$ cat src/hw/rtl/qdtq_pkg.sv
// ----------------------------------------------------------------------------
// qdtq_pkg
// shared constants, types and saturation helpers of the quaternion delta
// table quantizer
// ----------------------------------------------------------------------------
`timescale 1ns / 1ps

package qdtq_pkg;

    localparam int COMP_BITS   = 16;
    localparam int LIMB_COUNT  = 16;
    localparam int LIMB_W      = 4;
    localparam int LANES       = 4;
    localparam int ROW_LEN     = 16;
    localparam int COL_W       = 4;
    localparam int ROW_COUNT   = 16;
    localparam int ROW_W       = 4;
    localparam int TABLE_SIZE  = ROW_LEN * ROW_COUNT;
    localparam int CODE_W      = ROW_W + COL_W;
    localparam int DELTA_W     = COMP_BITS + 1;
    localparam int PROD_W      = 2 * COMP_BITS;
    localparam int DOT_W       = PROD_W + 2;

    // slave tdata layout, lowest bit first
    localparam int OFF_LIMB    = 0;
    localparam int OFF_COMP    = OFF_LIMB + LIMB_W;
    localparam int OFF_INDEX   = OFF_COMP + LANES * COMP_BITS;
    localparam int OFF_VALUE   = OFF_INDEX + CODE_W;
    localparam int IN_USED_W   = OFF_VALUE + COMP_BITS;
    localparam int IN_TDATA_W  = ((IN_USED_W + 7) / 8) * 8;
    localparam int OUT_TDATA_W = LANES * CODE_W;
    localparam int CMD_W       = 2;

    typedef enum logic [CMD_W-1:0] {
        CMD_LOAD   = 2'd0,
        CMD_SET    = 2'd1,
        CMD_ENCODE = 2'd2,
        CMD_NOP    = 2'd3
    } t_cmd;

    typedef enum logic [2:0] {
        ST_IDLE,
        ST_MUL,
        ST_SIGN,
        ST_START,
        ST_SCAN,
        ST_OUT
    } t_state;

    typedef logic signed [COMP_BITS-1:0] t_comp;

    typedef struct packed {
        logic load;
        logic mul;
        logic start;
    } t_lane_ctl;

    typedef struct packed {
        logic              done;
        logic [CODE_W-1:0] code;
        t_comp             new_ref;
    } t_lane_stat;

    localparam t_comp COMP_MAX = {1'b0, {(COMP_BITS-1){1'b1}}};
    localparam t_comp COMP_MIN = {1'b1, {(COMP_BITS-1){1'b0}}};

    // saturating negate: the most negative value maps to the most positive
    function automatic t_comp neg_sat(input t_comp a);
        t_comp r;
        if (a == COMP_MIN) begin
            r = COMP_MAX;
        end else begin
            r = -a;
        end
        return r;
    endfunction

    // saturating add of two components
    function automatic t_comp sat_add(input t_comp a, input t_comp b);
        logic [DELTA_W-1:0] s;
        t_comp              r;
        s = {a[COMP_BITS-1], a} + {b[COMP_BITS-1], b};
        if (s[DELTA_W-1] != s[DELTA_W-2]) begin
            r = s[DELTA_W-1] ? COMP_MIN : COMP_MAX;
        end else begin
            r = s[COMP_BITS-1:0];
        end
        return r;
    endfunction

endpackage

$ cat src/hw/rtl/qdtq_merge.sv
// ----------------------------------------------------------------------------
// qdtq_merge
// combines the lanes: dot product sign for the flip, and the result register
// ----------------------------------------------------------------------------
`timescale 1ns / 1ps

module qdtq_merge (
    input  logic                                                 i_clk,
    input  logic                                                 i_rst_n,
    input  logic [qdtq_pkg::LANES-1:0][qdtq_pkg::PROD_W-1:0]     i_prod,
    input  qdtq_pkg::t_lane_stat [qdtq_pkg::LANES-1:0]           i_stat,
    input  logic                                                 i_flip_en,
    input  logic                                                 i_out_load,
    input  logic                                                 i_m_tready,
    output logic                                                 o_flip,
    output logic                                                 o_out_free,
    output logic                                                 o_m_tvalid,
    output logic [qdtq_pkg::OUT_TDATA_W-1:0]                     o_m_tdata,
    output logic                                                 o_m_tuser
);
    import qdtq_pkg::*;

    logic signed [DOT_W-1:0]  n_dot;
    logic                     r_flip;
    logic                     r_valid;
    logic [OUT_TDATA_W-1:0]   r_data;
    logic                     r_user;

    always_comb begin
        n_dot = '0;
        for (int k = 0; k < LANES; k++) begin
            n_dot = n_dot + DOT_W'($signed(i_prod[k]));
        end
    end

    always_ff @(posedge i_clk) begin
        if (!i_rst_n) begin
            r_valid <= 1'b0;
        end else begin
            if (i_flip_en) begin
                r_flip <= n_dot[DOT_W-1];
            end
            if (i_out_load) begin
                r_valid <= 1'b1;
                r_user  <= r_flip;
                for (int k = 0; k < LANES; k++) begin
                    r_data[k*CODE_W +: CODE_W] <= i_stat[k].code;
                end
            end else if (i_m_tready) begin
                r_valid <= 1'b0;
            end
        end
    end

    assign o_flip     = r_flip;
    assign o_out_free = !r_valid || i_m_tready;
    assign o_m_tvalid = r_valid;
    assign o_m_tdata  = r_data;
    assign o_m_tuser  = r_user;

endmodule

$ cat config.mk
export PLATFORM = sky130hd
export DESIGN_NAME = qdtq_merge
export DESIGN_NICKNAME = d
export VERILOG_FILES = /design/src/hw/rtl/qdtq_pkg.sv /design/src/hw/rtl/qdtq_merge.sv
export SDC_FILE = /design/constraint.sdc
export NUM_CORES = 1
export LEC_CHECK = 0
export ABC_AREA = 1
export BUFFER_PORTS_ARGS = -buffer_cell sky130_fd_sc_hd__buf_2
export CAP_MARGIN = 5
export CORE_MARGIN = 3
export CORE_UTILIZATION = 35
export CTS_CLUSTER_SIZE = 20
export DETAILED_ROUTE_END_ITERATION = 7
export PLACE_DENSITY = 0.71
export SETUP_SLACK_MARGIN = 0.4
export SKIP_CTS_REPAIR_TIMING = 1
export SLEW_MARGIN = 20
export SYNTH_ARGS = -nofsm -noshare
export SYNTH_HDL_FRONTEND = slang
export SYNTH_SLANG_ARGS = --single-unit
export TNS_END_PERCENT = 1
$ cat constraint.sdc
create_clock -name i_clk -period 5.09 [get_ports i_clk]
set_input_delay 0.509 -clock i_clk [delete_from_list [all_inputs] [get_ports i_clk]]
set_output_delay 0.509 -clock i_clk [all_outputs]
set_load 0.01 [all_outputs]
==> results of run 1 <==
-- power by group --
| part | switching [mW] | internal (mW) | total [mW] |
|---|---|---|---|
| logic | 0.286 | 0.242 | 0.527 |
| clock network | 0.0987 | 0.0956 | 0.194 |
| registers | 0.00542 | 0.341 | 0.347 |
-- through the flow --
step                std cells  total power, mW  setup slack, ns  hold slack [ns]  instance area (um2)
finish                    731             1.07             2.30            0.396                 4990
global route              731             1.19             2.11            0.380                 4990
CTS                       731             1.09             2.28            0.386                 4990
detailed placement        723            0.892             1.99            0.452                 4900
global placement          723            0.864             2.00            0.451                 4900
floorplan                 387            0.709             2.28            0.499                 3730
-- kinds of logic (layout without fill, tap and decap cells) --
kind of cell / Yosys count / count (layout)
xor gates and xnor gates: 1 / 1
buffers and inverters: 183 / 391
AOI/OAI and AO/OA: 16 / 16
adders and majority gates: 95 / 95
and+or+nand+nor: 57 / 57
DFF: 35 / 35
-- layer usage --
metal,vias to the layer above,track usage
met5,-,0
met4,0,0.0267
met3,9,0.0278
met2,135,0.250
met1,1361,0.163
li1,1488,-
-- cell type report --
class,instances,area share
flip-flops and latches,35,0.209
well taps,136,0.0341
multi-input cells,169,0.402
inverters,183,0.138
clock buffers,6,0.0145
repair buffers,200,0.201
clock inverters,2,0.00251
-- how the worst max path moves through the flow --
stage,startpoint,cells past startpoint,slack (ns),endpoint
6_report,i_prod[31],14,2.30,o_flip$_DFFE_PP_
5_1_grt,i_prod[6],16,2.11,o_flip$_DFFE_PP_
4_1_cts,i_prod[31],14,2.28,o_flip$_DFFE_PP_
3_5_place_dp,i_prod[31],14,1.99,o_flip$_DFFE_PP_
3_3_place_gp,i_prod[6],16,2.00,o_flip$_DFFE_PP_
2_1_floorplan,i_prod[31],13,2.28,o_flip$_DFFE_PP_
-- layout by cell type, fill, tap and decap left out, drive strengths merged --
master    Yosys  final
nor2         12     12
fa           64     64
xnor2         1      1
inv         183    183
buf           0    200
nor3          1      1
a31oi         1      1
clkinv        0      1
nand3         7      7
clkinvlp      0      1
nand4         2      2
clkbuf        0      6
o21ai         3      3
ha           31     31
nand2        35     35
a21oi        12     12
dfxtp         1      1
edfxtp       34     34
-- flip-flops by register name, indices dropped and copies added (netlist names) --
register and cells:
o_flip 1, o_m_tuser 1, o_m_tvalid 1, o_m_tdata 32
==> qor.csv, run 1 <==
metric;value;unit
status;finished, final reports clean;
worstPathArrival;2.82;ns
synth_ff_type;edfxtp_1;
place.gp.congestion;0.787;
path_max_fanout;3;
synth_nets;715;
antenna_found_initial;0;
rsz0062_at_grt;no;
holdPathStages;1;
first_iter_violations;82;
maxCapViolCount;0;
post-synth-top-count-cell;inv_1;
drc;0;
met1Wirelength;3.17;mm
synth_top_family_by_area;adder cells;
numCtsBuffers;5;
grt_pass1_wl;12.9;mm
coreArea;10400;um2
crit_slowest_cell;fa_1;
fp-row-count;37;
wire_per_inst;11.4;um
io_pins;269;
first_pass_iters;4;
min_to;o_m_tdata[26]$_DFFE_PP_;
synthXorXnorAreaFrac;0.00235;
finalHoldViolCount;0;
leakagePower;2.99;nW
area_delta_synth_final;33.7;%
synth_cells;387;
ys_ff_latch;35;
drive_gt1_frac;0.360;
avgSynthCellArea;9.64;um2
nets;922;
synth_edf_count;34;
power_density;214;nW/um2
yosys.area.top_type;fa_1;
slowest_delay;0.57;ns
grt_pass1_vias;3123;
ys_seq_area_frac;0.279;
start_kind;input port;
clk_pin_slew;0.07;ns
min_from;i_stat[93];
synth_compound_area_frac;0.0228;
die_x;109;um
vias;2993;
die-area;11900;um2
synth.area.top_cells;fa_1, edfxtp_1, inv_1;
crit_buf_inv;5;
cpLargestDelayFamily;adder cells;
hold_class;input port to register;
synthMuxAreaShare;0;
grt_max_degree;34;
multiInputGateArea;2000;um2
reg2reg_from;o_flip$_DFFE_PP_;
required;5.12;ns
fmax;0.358;GHz
htreeDepth;2;
synth_area;3730;um2
io_buffers;200;
start_util;0.360;
clockRootBuffer;clkbuf_8;
tightest_slew;0.673;ns
crit_path_cell_trace;buf_2 -> fa_1 -> inv_1 -> fa_1 -> inv_1 -> ha_1 -> nand4_1 -> inv_1 -> nand2_1 -> inv_1 -> a21oi_2 -> nand2_1 -> nand2_1 -> nand2_1;
fin_crit;2.79;ns
synth-adder-area-share;0.447;
synthTopCellsByCount;inv_1, fa_1, nand2_1, edfxtp_1, ha_1;
vias_per_cell;4.09;
vdd_drop_max;0.0974;mV
final.setup_skew;0.000707;ns
reg2reg_to;o_m_tuser$_DFFE_PP_;
cts_tree;yes;
chipHeight;109;um
criticalPathCategory;input port to register;
final_util;0.481;
setup-tns-final;0;ns
relSlewSlack;0.550;
wl_met3;752;um
wl_met2;4.31;mm
grt-ovfl-total;0;
dp_hpwl;7.76;mm
grt_use_total;0.135;
drv_slew;0;
fillers;1004;
antenna_left;0;
yosysUniqueCellTypes;19;
yosys_warnings;0;
ff2ff_setup_slack;4.44;ns
routed_wl;8.30;mm
regArea;1040;um2
cts_buffer_depth;2;
post-route-period-util;0.548;
antennaDiodeCount;0;
setup.worst_path.end_class;register;
synthSimpleGateAreaFrac;0.0647;
highest_layer;met4;
async_flop_share;0;
reg2reg_depth;0;
worstSkewPairLatency;0.28;ns
synth_top_area_frac;0.343;
cts_sinks;35;
final-setup-viol-count;0;
Power figures use the tool's default switching activity.
==> run 2: changes to the inputs <==
Clock period 5.09 ns to 2.6 ns, I/O delays scaled along.
==> run 2 against run 1 <==
  * Via count grew 0.40%
  * Clock-buffer cell count unchanged
  * Final area grew 1.2%
  * First-iteration DRC count is 33% lower
  * Final cell count up 0.55%
  * Non-clock buffer count is 4 higher
  * Core utilization increased by 0.57 points
==> qor.csv, run 2 (synthesized netlist as in run 1, its figures left out) <==
metric;value;unit
status;finished, final reports clean;
grt_pass1_wl;12.4;mm
power_frac_comb;0.503;
first_pass_iters;4;
p_clk_frac;0.174;
setup-tns-final;0;ns
clk_pin_slew;0.07;ns
area_delta_synth_final;35.2;%
vias;3005;
largest_reg_flops;32;
numCtsBuffers;5;
clockRootBuffer;clkbuf_8;
cts_sinks;35;
regArea;1040;um2
start_util;0.360;
final_area;5050;um2
fin_crit;2.42;ns
routed_wl;7.77;mm
dp_hpwl;7.37;mm
io_pins;269;
wire_per_inst;10.6;um
place.gp.congestion;0.775;
mostFrequentLayoutCell;buf_2;
multiInputGateArea;2030;um2
fp-row-count;37;
fillers;1000;
rsz0062_at_grt;yes;
internal-power;1.35;mW
switching_power;0.750;mW
leakagePower;3.01;nW
worstPathArrival;2.46;ns
antenna_found_initial;0;
final.setup_skew;0.0000920;ns
start_kind;input port;
cts_buffer_depth;2;
htreeDepth;2;
fmax;0.412;GHz
placed_cell_area;4950;um2
hold_class;input port to register;
grt_pass1_vias;3116;
grt_max_degree;34;
drc;0;
io_buffers;200;
first_iter_violations;55;
antennaDiodeCount;0;
drive_gt1_frac;0.377;
grt_use_total;0.128;
layout_common_cells;buf_2, inv_1, fa_1, edfxtp_1, nand2_1;
vdd_drop_max;0.200;mV
nets;926;
cts_tree;yes;
relSlewSlack;0.732;
chipHeight;109;um
tightest_slew;0.402;ns
setup.worst_path.end_class;register;
power_frac_seq;0.322;
final_util;0.487;
drv_slew;0;
grt-ovfl-total;0;
worstSkewPairLatency;0.27;ns
antenna_left;0;
die-area;11900;um2
criticalPathCategory;input port to register;
finalHoldViolCount;0;
maxCapViolCount;0;
required;2.64;ns
coreArea;10400;um2
p_sw_frac;0.356;
die_x;109;um
power_density;417;nW/um2
post-route-period-util;0.933;
final-setup-viol-count;0;
vias_per_cell;4.09;
path_max_fanout;2;
[run 2: power groups by stage]
stage	logic (mW)	registers, mW	clock network [mW]
final	1.06	0.679	0.367
after global routing	1.28	0.682	0.401
after CTS	1.08	0.679	0.379
after detailed placement	1.07	0.691	0
after global placement	1.02	0.689	0
after floorplan	0.679	0.714	0
[run 2: worst max-delay path, cell delays in order]
cell and delay [ns]:
buf_2 0.12, inv_6 0.03, fa_1 0.48, fa_1 0.48, inv_1 0.04, ha_1 0.28, a21oi_1 0.16, o21ai_1 0.08
nand2_1 0.07, nand3_1 0.11, a21oi_2 0.17, nand2_1 0.06, nand2_1 0.05, nand2_1 0.05
[run 2: per-stage QoR]
stage	cells	total power, mW	hold slack (ns)	setup slack, ns
floorplan	387	1.39	0.359	0.174
global placement	727	1.71	0.438	-0.171
detailed placement	727	1.76	0.439	-0.159
CTS	735	2.14	0.143	0.130
global route	735	2.36	0.135	-0.0329
finish	735	2.10	0.149	0.175
[run 2: layout make-up]
cell class / count / area share
multi-input combinational: 169 / 0.402
sequential: 35 / 0.206
timing repair buffer: 204 / 0.204
inverter: 183 / 0.137
tap: 136 / 0.0337
clock buffer: 6 / 0.0144
clock inverter: 2 / 0.00248
[run 2: path summary, 6_finish.rpt]
path,startpoint,endpoint,slack [ns],cells past startpoint
worst max register to register,o_flip$_DFFE_PP_,o_m_tuser$_DFFE_PP_,1.95,0
worst min-delay path,i_stat[69],o_m_tdata[19]$_DFFE_PP_,0.15,1
worst min register to register,o_flip$_DFFE_PP_,o_m_tuser$_DFFE_PP_,0.47,0
worst max-delay path,i_prod[82],o_flip$_DFFE_PP_,0.18,14
[run 2: per-layer routing]
metal / GRT usage / wire (um) / vias up / part of all wire
met5: 0 / 0 / - / 0
met4: 0.0214 / 60 / 0 / 0.0077
met3: 0.0219 / 713 / 9 / 0.092
met2: 0.260 / 4200 / 119 / 0.54
met1: 0.139 / 2790 / 1381 / 0.36
li1: - / - / 1496 / -
